<file path="config.mk">
export PLATFORM = sky130hd
export DESIGN_NAME = sync_length_checksum_deframer
export DESIGN_NICKNAME = d
export VERILOG_FILES = /design/src/sv/slcd_pkg.sv /design/src/sv/slcd_front.sv /design/src/sv/slcd_fifo.sv /design/src/sv/slcd_back.sv /design/src/sv/sync_length_checksum_deframer.sv
export VERILOG_INCLUDE_DIRS = /design/src /design/src/sv
export SDC_FILE = /design/constraint.sdc
export NUM_CORES = 1
export LEC_CHECK = 0
export BUFFER_PORTS_ARGS = -buffer_cell sky130_fd_sc_hd__buf_4
export CELL_PAD_IN_SITES_DETAIL_PLACEMENT = 0
export CELL_PAD_IN_SITES_GLOBAL_PLACEMENT = 1
export CORE_MARGIN = 2
export CORE_UTILIZATION = 27
export CTS_CLUSTER_SIZE = 20
export DETAILED_ROUTE_END_ITERATION = 16
export GPL_TIMING_DRIVEN = 0
export PLACE_DENSITY_LB_ADDON = 0.08
export SLEW_MARGIN = 25
export SYNTH_ARGS = -nofsm -noshare
export SYNTH_HDL_FRONTEND = slang
export SYNTH_SLANG_ARGS = --single-unit
</file>
<file path="constraint.sdc">
create_clock -name clk -period 3.3 [get_ports clk]
set_input_delay 0.165 -clock clk [delete_from_list [all_inputs] [get_ports clk]]
set_output_delay 0.165 -clock clk [all_outputs]
set_load 0.02 [all_outputs]
</file>
<file path="src/sv/assert_macros.svh">
// Assertion macros shared by the deframer modules.
`ifndef ASSERT_MACROS_SVH
`define ASSERT_MACROS_SVH

// Property must hold at every clock edge outside reset.
`define ASSERT_AT(name, clk, rstn, prop, msg) \
	name: assert property (@(posedge clk) disable iff (!rstn) prop) else $error(msg);

// Condition must never be true outside reset.
`define ASSERT_NEVER(name, clk, rstn, cond, msg) \
	name: assert property (@(posedge clk) disable iff (!rstn) !(cond)) else $error(msg);

`endif

</file>
<file path="src/sv/slcd_pkg.sv">
// Types and constants of the sync/length/checksum deframer.
package slcd_pkg;

	localparam int BUFFER_BYTES_DEF = 25;
	localparam int JOB_DEPTH_DEF    = 2;
	localparam int HDR_BYTES        = 4;

	localparam logic [7:0] SYNC_FIRST_RST  = 8'h55;
	localparam logic [7:0] SYNC_SECOND_RST = 8'hAA;

	// Configuration register indexes.
	localparam logic CFG_SYNC_FIRST  = 1'b0;
	localparam logic CFG_SYNC_SECOND = 1'b1;

	// Parser phases: store index of the next expected frame byte.
	localparam int PH_SYNC1 = 0;
	localparam int PH_SYNC2 = 1;
	localparam int PH_CMD   = 2;
	localparam int PH_COUNT = 3;
	localparam int PH_DATA  = 4;

	typedef enum logic [1:0] {
		BK_IDLE,
		BK_READ,
		BK_SHOW
	} back_state_t;

endpackage

</file>
<file path="src/sv/slcd_front.sv">
// Front end: frame parser, running checksum and frame store write port.
`include "assert_macros.svh"

module slcd_front #(
	parameter int BUFFER_BYTES = slcd_pkg::BUFFER_BYTES_DEF,
	parameter int AW           = $clog2(BUFFER_BYTES)
) (
	input  logic          clk,
	input  logic          arst_n,
	input  logic          cfg_we,
	input  logic          cfg_index,
	input  logic [7:0]    cfg_data,
	input  logic          in_valid,
	output logic          in_ready,
	input  logic [7:0]    rx_byte,
	input  logic          line_error,
	input  logic          hold,
	output logic          wr_en,
	output logic [AW-1:0] wr_addr,
	output logic [7:0]    wr_data,
	output logic          job_push,
	output logic [AW-1:0] job_end
);
	import slcd_pkg::*;

	logic [7:0]    sync_first_q;
	logic [7:0]    sync_second_q;
	logic [AW-1:0] phase_q, phase_d;
	logic [AW-1:0] end_q, end_d;
	logic [7:0]    sum_q, sum_d;
	logic [8:0]    end_w;
	logic          accept;

	always_ff @(posedge clk or negedge arst_n) begin
		if (!arst_n) begin
			sync_first_q  <= SYNC_FIRST_RST;
			sync_second_q <= SYNC_SECOND_RST;
		end else if (cfg_we) begin
			case (cfg_index)
				CFG_SYNC_FIRST:  sync_first_q  <= cfg_data;
				CFG_SYNC_SECOND: sync_second_q <= cfg_data;
				default: ;
			endcase
		end
	end

	// While a frame is replayed, only the sync bytes may be taken, since
	// they land outside the body area of the store.
	assign in_ready = !hold || (phase_q < AW'(PH_CMD));
	assign accept   = in_valid && in_ready;
	assign end_w    = {1'b0, rx_byte} + 9'(HDR_BYTES);

	assign wr_en   = accept && !line_error;
	assign wr_addr = phase_q;
	assign wr_data = rx_byte;
	assign job_end = end_q;

	always_comb begin
		phase_d  = phase_q;
		end_d    = end_q;
		sum_d    = sum_q;
		job_push = 1'b0;
		if (accept) begin
			if (line_error) begin
				phase_d = AW'(PH_SYNC1);
			end else begin
				case (phase_q)
					AW'(PH_SYNC1): begin
						if (rx_byte == sync_first_q) phase_d = AW'(PH_SYNC2);
					end
					AW'(PH_SYNC2): begin
						if (rx_byte == sync_second_q) phase_d = AW'(PH_CMD);
					end
					AW'(PH_CMD): begin
						sum_d   = rx_byte;
						phase_d = AW'(PH_COUNT);
					end
					AW'(PH_COUNT): begin
						if (end_w >= 9'(BUFFER_BYTES)) begin
							phase_d = AW'(PH_SYNC1);
						end else begin
							end_d   = end_w[AW-1:0];
							sum_d   = sum_q + rx_byte;
							phase_d = AW'(PH_DATA);
						end
					end
					default: begin
						if (phase_q < end_q) begin
							sum_d   = sum_q + rx_byte;
							phase_d = phase_q + AW'(1);
						end else begin
							// Checksum byte: good or bad, the next frame starts over.
							job_push = (rx_byte == sum_q);
							phase_d  = AW'(PH_SYNC1);
						end
					end
				endcase
			end
		end
	end

	always_ff @(posedge clk or negedge arst_n) begin
		if (!arst_n) begin
			phase_q <= '0;
			end_q   <= '0;
		end else begin
			phase_q <= phase_d;
			end_q   <= end_d;
		end
	end

	always_ff @(posedge clk) begin
		sum_q <= sum_d;
	end

	`ASSERT_AT(a_front_no_body_write_on_hold, clk, arst_n,
		(wr_en && hold) |-> (wr_addr < AW'(PH_CMD)), "body written during replay")

endmodule

</file>
<file path="src/sv/slcd_fifo.sv">
// Short job queue between the parser and the replay engine.
`include "assert_macros.svh"

module slcd_fifo #(
	parameter int DEPTH = slcd_pkg::JOB_DEPTH_DEF,
	parameter int W     = 5
) (
	input  logic         clk,
	input  logic         arst_n,
	input  logic         push,
	input  logic [W-1:0] push_data,
	input  logic         pop,
	output logic [W-1:0] pop_data,
	output logic         empty,
	output logic         full
);
	localparam int PW = $clog2(DEPTH);
	localparam int CW = $clog2(DEPTH + 1);

	logic [W-1:0]  entry_q [DEPTH];
	logic [PW-1:0] wr_ptr_q;
	logic [PW-1:0] rd_ptr_q;
	logic [CW-1:0] count_q;

	assign empty    = (count_q == '0);
	assign full     = (count_q == CW'(DEPTH));
	assign pop_data = entry_q[rd_ptr_q];

	always_ff @(posedge clk or negedge arst_n) begin
		if (!arst_n) begin
			wr_ptr_q <= '0;
			rd_ptr_q <= '0;
			count_q  <= '0;
		end else begin
			if (push) begin
				wr_ptr_q <= (wr_ptr_q == PW'(DEPTH - 1)) ? '0 : wr_ptr_q + PW'(1);
			end
			if (pop) begin
				rd_ptr_q <= (rd_ptr_q == PW'(DEPTH - 1)) ? '0 : rd_ptr_q + PW'(1);
			end
			if (push && !pop) begin
				count_q <= count_q + CW'(1);
			end else if (pop && !push) begin
				count_q <= count_q - CW'(1);
			end
		end
	end

	always_ff @(posedge clk) begin
		if (push) begin
			entry_q[wr_ptr_q] <= push_data;
		end
	end

	`ASSERT_NEVER(a_fifo_push_full, clk, arst_n, push && full, "job queue overflow")
	`ASSERT_NEVER(a_fifo_pop_empty, clk, arst_n, pop && empty, "job queue underflow")

endmodule

</file>
<file path="src/sv/slcd_back.sv">
// Back end: frame store memory and replay of an accepted frame body.
`include "assert_macros.svh"

module slcd_back #(
	parameter int BUFFER_BYTES = slcd_pkg::BUFFER_BYTES_DEF,
	parameter int AW           = $clog2(BUFFER_BYTES)
) (
	input  logic          clk,
	input  logic          arst_n,
	input  logic          wr_en,
	input  logic [AW-1:0] wr_addr,
	input  logic [7:0]    wr_data,
	input  logic          job_valid,
	input  logic [AW-1:0] job_end,
	output logic          job_pop,
	output logic          busy,
	output logic          out_valid,
	input  logic          out_ready,
	output logic [7:0]    body_byte,
	output logic [4:0]    position,
	output logic          last
);
	import slcd_pkg::*;

	logic [7:0]    store_q [BUFFER_BYTES];
	logic [7:0]    rd_q;
	back_state_t   state_q, state_d;
	logic [AW-1:0] addr_q;
	logic [AW-1:0] end_q;
	logic [4:0]    pos_q;
	logic          is_last;

	assign is_last = ({1'b0, addr_q} + (AW + 1)'(1)) == {1'b0, end_q};

	always_ff @(posedge clk) begin
		if (wr_en) begin
			store_q[wr_addr] <= wr_data;
		end
		if (state_q == BK_READ) begin
			rd_q <= store_q[addr_q];
		end
	end

	always_comb begin
		state_d   = state_q;
		job_pop   = 1'b0;
		out_valid = 1'b0;
		case (state_q)
			BK_IDLE: begin
				if (job_valid) begin
					job_pop = 1'b1;
					state_d = BK_READ;
				end
			end
			BK_READ: begin
				state_d = BK_SHOW;
			end
			BK_SHOW: begin
				out_valid = 1'b1;
				if (out_ready) begin
					state_d = is_last ? BK_IDLE : BK_READ;
				end
			end
			default: state_d = BK_IDLE;
		endcase
	end

	always_ff @(posedge clk or negedge arst_n) begin
		if (!arst_n) begin
			state_q <= BK_IDLE;
		end else begin
			state_q <= state_d;
		end
	end

	always_ff @(posedge clk) begin
		if (job_pop) begin
			end_q  <= job_end;
			addr_q <= AW'(PH_CMD);
			pos_q  <= '0;
		end else if (state_q == BK_SHOW && out_ready && !is_last) begin
			addr_q <= addr_q + AW'(1);
			pos_q  <= pos_q + 5'd1;
		end
	end

	assign busy      = (state_q != BK_IDLE);
	assign body_byte = rd_q;
	assign position  = pos_q;
	assign last      = is_last;

	`ASSERT_AT(a_back_pop_starts_read, clk, arst_n,
		job_pop |=> (state_q == BK_READ), "job taken but no replay started")

endmodule

</file>
<file path="src/sv/sync_length_checksum_deframer.sv">
// Top level of the sync/length/checksum frame deframer.
// Input channel (in_valid/in_ready) takes one received byte per transfer with
// its line_error flag. The parser hunts for the two sync bytes, then takes a
// command, a count n, n data bytes and an additive checksum byte.
// Output channel (out_valid/out_ready) gives the body of every frame whose
// checksum matches: command, count and data, with position and a last flag.
// A bad frame, an oversized count or a line error gives no output.
// The parser takes input bytes without a stall while no job waits or runs.
// A good checksum byte queues the frame as a job; the replay engine pops it
// and, through the single read port of the frame store, reads each body
// byte in BK_READ and shows it in BK_SHOW until it is transferred. While a
// job waits or runs, the parser takes sync bytes but holds in_ready low at
// the command byte of the next frame until the last body byte is transferred.
// A stalled receiver holds the current body byte and freezes the replay.
// Reset restores the sync registers to 0x55 and 0xAA and returns the parser
// to hunting; the frame store is not cleared and needs no clearing pass.
// cfg_we writes cfg_data to the register chosen by cfg_index at once.
`include "assert_macros.svh"

module sync_length_checksum_deframer #(
	parameter int BUFFER_BYTES = slcd_pkg::BUFFER_BYTES_DEF,
	parameter int JOB_DEPTH    = slcd_pkg::JOB_DEPTH_DEF
) (
	input  logic       clk,
	input  logic       arst_n,
	input  logic       cfg_we,
	input  logic       cfg_index,
	input  logic [7:0] cfg_data,
	input  logic       in_valid,
	output logic       in_ready,
	input  logic [7:0] rx_byte,
	input  logic       line_error,
	output logic       out_valid,
	input  logic       out_ready,
	output logic [7:0] body_byte,
	output logic [4:0] position,
	output logic       last
);
	import slcd_pkg::*;

	localparam int AW = $clog2(BUFFER_BYTES);

	logic          wr_en;
	logic [AW-1:0] wr_addr;
	logic [7:0]    wr_data;
	logic          job_push;
	logic [AW-1:0] job_end_front;
	logic          job_pop;
	logic [AW-1:0] job_end_back;
	logic          job_empty;
	logic          job_full;
	logic          back_busy;
	logic          hold;

	// Body area of the store is owned by the back end while a job waits or runs.
	assign hold = !job_empty || back_busy;

	slcd_front #(
		.BUFFER_BYTES(BUFFER_BYTES),
		.AW(AW)
	) u_front (
		.clk(clk),
		.arst_n(arst_n),
		.cfg_we(cfg_we),
		.cfg_index(cfg_index),
		.cfg_data(cfg_data),
		.in_valid(in_valid),
		.in_ready(in_ready),
		.rx_byte(rx_byte),
		.line_error(line_error),
		.hold(hold),
		.wr_en(wr_en),
		.wr_addr(wr_addr),
		.wr_data(wr_data),
		.job_push(job_push),
		.job_end(job_end_front)
	);

	slcd_fifo #(
		.DEPTH(JOB_DEPTH),
		.W(AW)
	) u_fifo (
		.clk(clk),
		.arst_n(arst_n),
		.push(job_push),
		.push_data(job_end_front),
		.pop(job_pop),
		.pop_data(job_end_back),
		.empty(job_empty),
		.full(job_full)
	);

	slcd_back #(
		.BUFFER_BYTES(BUFFER_BYTES),
		.AW(AW)
	) u_back (
		.clk(clk),
		.arst_n(arst_n),
		.wr_en(wr_en),
		.wr_addr(wr_addr),
		.wr_data(wr_data),
		.job_valid(!job_empty),
		.job_end(job_end_back),
		.job_pop(job_pop),
		.busy(back_busy),
		.out_valid(out_valid),
		.out_ready(out_ready),
		.body_byte(body_byte),
		.position(position),
		.last(last)
	);

	`ASSERT_NEVER(a_top_push_while_held, clk, arst_n, job_push && (hold || job_full),
		"new frame finished while previous one still owns the store")

endmodule
</file>
### After elaboration in Yosys (flattened, before gate mapping)

Memory sizes are Yosys's and may differ from the RTL's. A register that Yosys moved wholly into a read port is not among the register bits.
Index checks and enable logic that the tools add are counted.

* output and inout port bits: 16
* bits in read-only memories: 0
* latch bits: 0
* memories kept: 2
* register bits: 50
* bits of input ports: 23
* logic and storage cells: 100
* memory bits (writable): 210

Memory list
* u_back.store_q: words 25, bits a word 8, read ports 1, clocked after memory_dff 1, write ports 1, line slcd_back.sv:25 `logic [7:0] store_q [BUFFER_BYTES];`
* u_fifo.entry_q: words 2, bits a word 5, read ports 1, clocked after memory_dff 1, write ports 1, line slcd_fifo.sv:20 `logic [W-1:0] entry_q [DEPTH];`

* multiplexer cells: 28
* divide/modulo/power cells: 0
* eq/ne operators: 14
* add/sub/neg operators: 10
* reductions and logical operators: 28
* magnitude comparators: 3
* shift operators: 0
* bitwise logic cells: 4
* $mul: 0

Operators with widths (count)
* $eq 8x8->1: 3
* $pmux 8 s3: 1
* $mux 5: 4
* $pmux 5 s4: 1
* $mux 8: 2
* $add 5x1->5 const B: 3
* $mux 1: 14
* $eq 5x2->1 const B: 2
* $add 8x3->9 const B: 1
* $ge 9x5->1 const B: 1
* $add 8x8->8: 1
* $mux 2: 4
* $add 5x1->6 const B: 1
* $eq 6x5->1: 1
* $logic_and 1x1->1: 6
* $logic_not 1->1: 6
* $ne 2x2->1 const B: 3
* $ne 3x2->1 const B: 2
* $pmux 2 s3: 1
* $reduce_and 2->1: 3
* $eq 5x1->1 const B: 1
* $logic_not 5->1: 1
* $lt 5x2->1 const B: 1
* $lt 5x5->1: 1
* 16 further kinds: 23

### Depth between registers and ports, before layout

* depth after elaboration: 11
* mapped depth: 10
* mapped depth without buffers: 10

### Cells and area by module

From an unflattened synthesis, not the netlist that was laid out.

* cells, all modules: 767
* area total of the unflattened synthesis: 11980.2 µm²

By module, submodules not included
* slcd_back: sequential area each 6646.4 µm², times used 1, area each 9037.4 µm², cells an instance 501
* slcd_front: sequential area each 900.9 µm², times used 1, area each 2376.0 µm², cells an instance 232
* slcd_fifo: sequential area each 400.4 µm², times used 1, area each 556.8 µm², cells an instance 32
* sync_length_checksum_deframer: sequential area each 0.0 µm², times used 1, area each 10.0 µm², cells an instance 2

### Worst setup path before layout

OpenSTA, ideal clock, no wires.

* path type: register to register
* from: register u_front.phase_q[4], in the netlist u_front.wr_addr[4]
* to: memory u_back.store_q[24][0], enable pin
* required time: 2.905 ns
* stages on the path, launching flop included: 6
* data arrival time: 2.065 ns
* path buffers: 0
* setup slack: 0.841 ns
* period minus slack after synthesis: 2.459 ns
* setup time: 0.395 ns
* cell sequence: dfrtp_1 -> nor4_2 -> o21ai_1 -> nor2_4 -> nand2_1 -> nor4_1

* longest elaborated chain between the ends: 6

Ends and longest elaborated chain
* from (decl): line slcd_front.sv:28 `logic [AW-1:0] phase_q, phase_d;`
* from (signal assigned): line slcd_front.sv:107 `phase_q <= phase_d;`
* $lt 5x2->1: line slcd_front.sv:49 `assign in_ready = !hold || (phase_q < AW'(PH_CMD));`
* $logic_or 1x1->1: line slcd_front.sv:49
* $logic_and 1x1->1: line slcd_front.sv:50 `assign accept = in_valid && in_ready;`
* $logic_and 1x1->1: line slcd_front.sv:53 `assign wr_en = accept && !line_error;`
* $mux 1: line slcd_back.sv:36 `if (wr_en) begin`
* $mux 1 (not written as such): line slcd_back.sv:37 `store_q[wr_addr] <= wr_data;`
* to (decl): line slcd_back.sv:25

Several ways; a longest one is shown, not always the timed one.

### Final worst setup path

* from: register u_front.phase_q[3], in the netlist u_front.wr_addr[3]
* to: memory u_back.store_q[2][6], enable pin

Same word-level chain as after synthesis.

==> impl_metrics.yaml <==
sta:
  skew_ns: 0.0139
  tightest_slew_ns: 0.937
  max_slew_margin_pct: 37.3
  post-route-worst-setup-slack_ns: 0.255
  period_needed_ns: 3.05
  post-route-period-util_pct: 92.3
  clock.fmax_mhz: 328
  slew_viol_final: 0
  rsz0062_at_grt: "no"
  final-hold-violation-count: 0
  setup-violations-final: 0
flow_run:
  cap_violations: 0
layout:
  antennaDiodeCount: 0
  final_util_pct: 32.2
  finalNetCount: 790
  area_delta_synth_final_pct: 17.7
  fin_area_um2: 13900
  drive_gt1_share_pct: 23.4
clocking:
  cts.htree.levels: 1
  insertion_delay_ns: 0.57
  cts_tree: "yes"
  cts_inserted_buffers: 31
  cts_max_path_buffers: 3
  path_clk_slew_ns: 0.06
  post_cts_resized: 0
  cts_root_buffer: "clkbuf_16"
  clock-sinks: 273
logic_synthesis:
  synth.largest_area_cell: "edfxtp_1"
  syn_area_um2: 11800
  synth.area.top_cells: "edfxtp_1 59%, mux4_1 8.3%, dfrtp_1 5.1%, mux2_2 4.6%, mux4_2 3.6%"
  yosys.area_share.simple_pct: 4.94
  synth_compound_area_share_pct: 3.55
  muxShareOfSynthArea_pct: 17.0
  synth-edff-count: 231
  syn_avg_cell_area_um2: 17.7
  synthDistinctLibCells: 58
  synth_seq_cells: 273
  synth-xor-area-share_pct: 2.75
  synth_top_family_by_area: "multiplexers"
  ys_warn_count: 0
  synth_nets: 708
  synth_top_area_share_pct: 58.9
  synth_fa_ha_area_share_pct: 2.29
  syn_inst: 664
  seq_area_frac_synth_pct: 67.5
  synth-main-ff-cell: "edfxtp_1"
  async_reset_ff_share_pct: 11.7
critical_path:
  worstSetupEndpoint: "u_back.store_q[2][6]$_DFFE_PP_"
  crit_chain: "clkbuf_1 > nor3_2 > nand2_1 > clkbuf_1 > nor2_1"
  critical_path_class: "flop to flop"
  crit_arrival_ns: 3.23
  critPathBufInv: 2
  worstReg2RegEnd: "u_back.store_q[2][6]$_DFFE_PP_"
  required_ns: 3.49
  ff2ff_path_depth: 5
  cpPeakStageDelay_ns: 0.73
  crit_path_start: "u_front.wr_addr[3]$_DFFE_PN0P_"
  critPathSlowestCell: "nor2_1"
  r2r_slack_ns: 0.25
  path_delay_family: "simple AND/OR/NAND/NOR gates"
  cpMostUsedCell: "clkbuf_1"
  critPathMaxFanout: 10
  cp_num_cells: 5
  r2r_start: "u_front.wr_addr[3]$_DFFE_PN0P_"
  start_kind: "flop"
  cp-end-kind: "flop"
placement:
  post_dp_cell_area_um2: 12800
  portBuffers: 38
  place_ws_ns: 0.138
  place_congestion: 0.755
  hpwl_um: 19300
pwr:
  p_per_area_nw_per_um2: 665
  p_leak_uw: 0.00468
  vdd_drop_max_uv: 445
  power_uw: 9210
run_status:
  status: "completed"
drt:
  drc: 0
  drt_iter0_markers: 339
  vias: 6135
  wire_per_inst_um: 21.5
  routed_via_density: 4.53
  dr.pass1.iters: 5
  totalWireLength_um: 29200
  ant_nets: 0
global_route:
  gr-total-overflow: 0
  grt_usage_pct: 13.1
  first_global_vias: 6474
  antenna_found_initial: 3
  grt_pass1_wl_um: 42900
  grt_max_degree: 33
hold_path:
  hold_class: "input port to flop"
floorplan:
  die_h_um: 213
  initial_core_util_pct: 27.3
  core_area_um2: 43100
  die_w_um: 213
  rows: 76
  io_pins: 39
  dieArea_um2: 45300
-- through the flow --
| stage | TNS (ns) | hold slack [ns] | std cells |
|---|---|---|---|
| 6_report | 0 | 0.0227 | 1355 |
| 5_1_grt | 0 | 0.0182 | 1355 |
| 2_1_floorplan | 0 | -0.131 | 664 |
| 4_1_cts | 0 | 0.00318 | 1355 |
| 3_3_place_gp | -3.19 | 0.141 | 1287 |
| 3_5_place_dp | 0 | 0.147 | 1288 |
-- synthesized netlist by cell type (9+ instances only) --
cell,instances
edfxtp_1,231
mux2_2,48
nor2_1,45
mux4_1,37
xor2_1,26
dfrtp_1,24
ha_1,20
inv_1,20
mux4_2,19
clkbuf_1,18
nand2_1,17
a21oi_1,13
nand3_1,13
xnor2_1,11
dfxtp_1,10
o211ai_1,9
-- power by group --
| group | total, µW | internal, µW | switching [µW] |
|---|---|---|---|
| Combinational | 1920 | 865 | 1060 |
| Sequential | 4100 | 3980 | 115 |
| Clock | 3190 | 1840 | 1350 |
-- cell usage in the layout, fill, tap and decap left out, types with 4 or more instances in the layout --
cell type	netlist	layout
a21oi_1	13	12
a31oi_1	5	5
buf_4	1	39
buf_6	7	7
clkbuf_1	18	28
clkbuf_16	0	31
clkinv_1	0	5
clkinv_2	0	6
dfrtp_1	24	24
dfstp_2	8	8
dfxtp_1	10	10
dlygate4sd3_1	0	10
edfxtp_1	231	231
ha_1	20	20
inv_1	20	20
mux2_2	48	48
mux2i_1	6	6
mux4_1	37	37
mux4_2	19	19
nand2_1	17	17
nand3_1	13	13
nor2_1	45	44
nor4_1	8	6
o211ai_1	9	9
o21ai_0	7	7
o31ai_1	6	6
or4_1	4	4
xnor2_1	11	11
xor2_1	26	26
-- flip-flops by register name, indices dropped and copies added (netlist names) --
register	cells
u_back.addr_q	5
u_back.store_q	200
u_fifo.count_q	2
u_fifo.wr_ptr_q	1
u_fifo.entry_q	10
u_front.sync_second_q	8
u_back.position	5
u_back.end_q	5
u_front.wr_addr	5
u_back.state_q	2
u_front.job_end	5
u_front.sync_first_q	8
u_back.body_byte	8
u_front.sum_q	8
u_fifo.rd_ptr_q	1
-- kinds of logic (layout without fill, tap and decap cells) --
kind of cell             after synthesis  in the layout
multiplexers                         110            110
XOR/XNOR                              37             37
flip-flops                           273            273
AO/OA/AOI/OAI                         62             62
adder cells (fa/ha/maj)               21             21
AND/OR/NAND/NOR                      114            114
buffers and inverters                 47            153
-- layout make-up --
class | instances | area (µm²)
clock inverter | 14 | 95.1
buffer | 27 | 159
inverter | 20 | 75.1
clock buffer | 43 | 841
sequential | 273 | 7950
tap | 585 | 732
multi-input combinational | 344 | 3620
timing repair buffer | 49 | 390
fill | 4179 | 29200
-- worst min path at each step --
| stage | start | end | slack (ns) | depth (start not counted) |
|---|---|---|---|---|
| global route | rx_byte[7] | u_back.store_q[5][7]$_DFFE_PP_ | 0.02 | 1 |
| CTS | rx_byte[7] | u_back.store_q[16][7]$_DFFE_PP_ | 0.003 | 1 |
| finish | rx_byte[7] | u_back.store_q[9][7]$_DFFE_PP_ | 0.02 | 1 |
| detailed placement | arst_n | u_back.state_q[0]$_DFFE_PN0P_ | 0.15 | 1 |
| floorplan | arst_n | u_back.state_q[0]$_DFFE_PN0P_ | -0.13 | 0 |
| global placement | arst_n | u_back.state_q[1]$_DFFE_PN0P_ | 0.14 | 1 |
-- layer usage --
metal	wire [µm]	part of all wire [%]	up-vias	track usage [%]
met4	586	2.0	0	3.76
li1	-	-	2823	-
met2	13700	47	118	21.2
met5	0	0	-	0
met3	1140	3.9	40	2.00
met1	13800	47	3154	18.3
-- what timing repair did --
action | in CTS | in global routing
buffers inserted | 0 | 0
setup endpoints to repair | 0 | 0
hold buffers | 10 | 0
endpoints found under the hold margin | 49 | 0
Note: power is estimated with default switching activity, not from simulation.
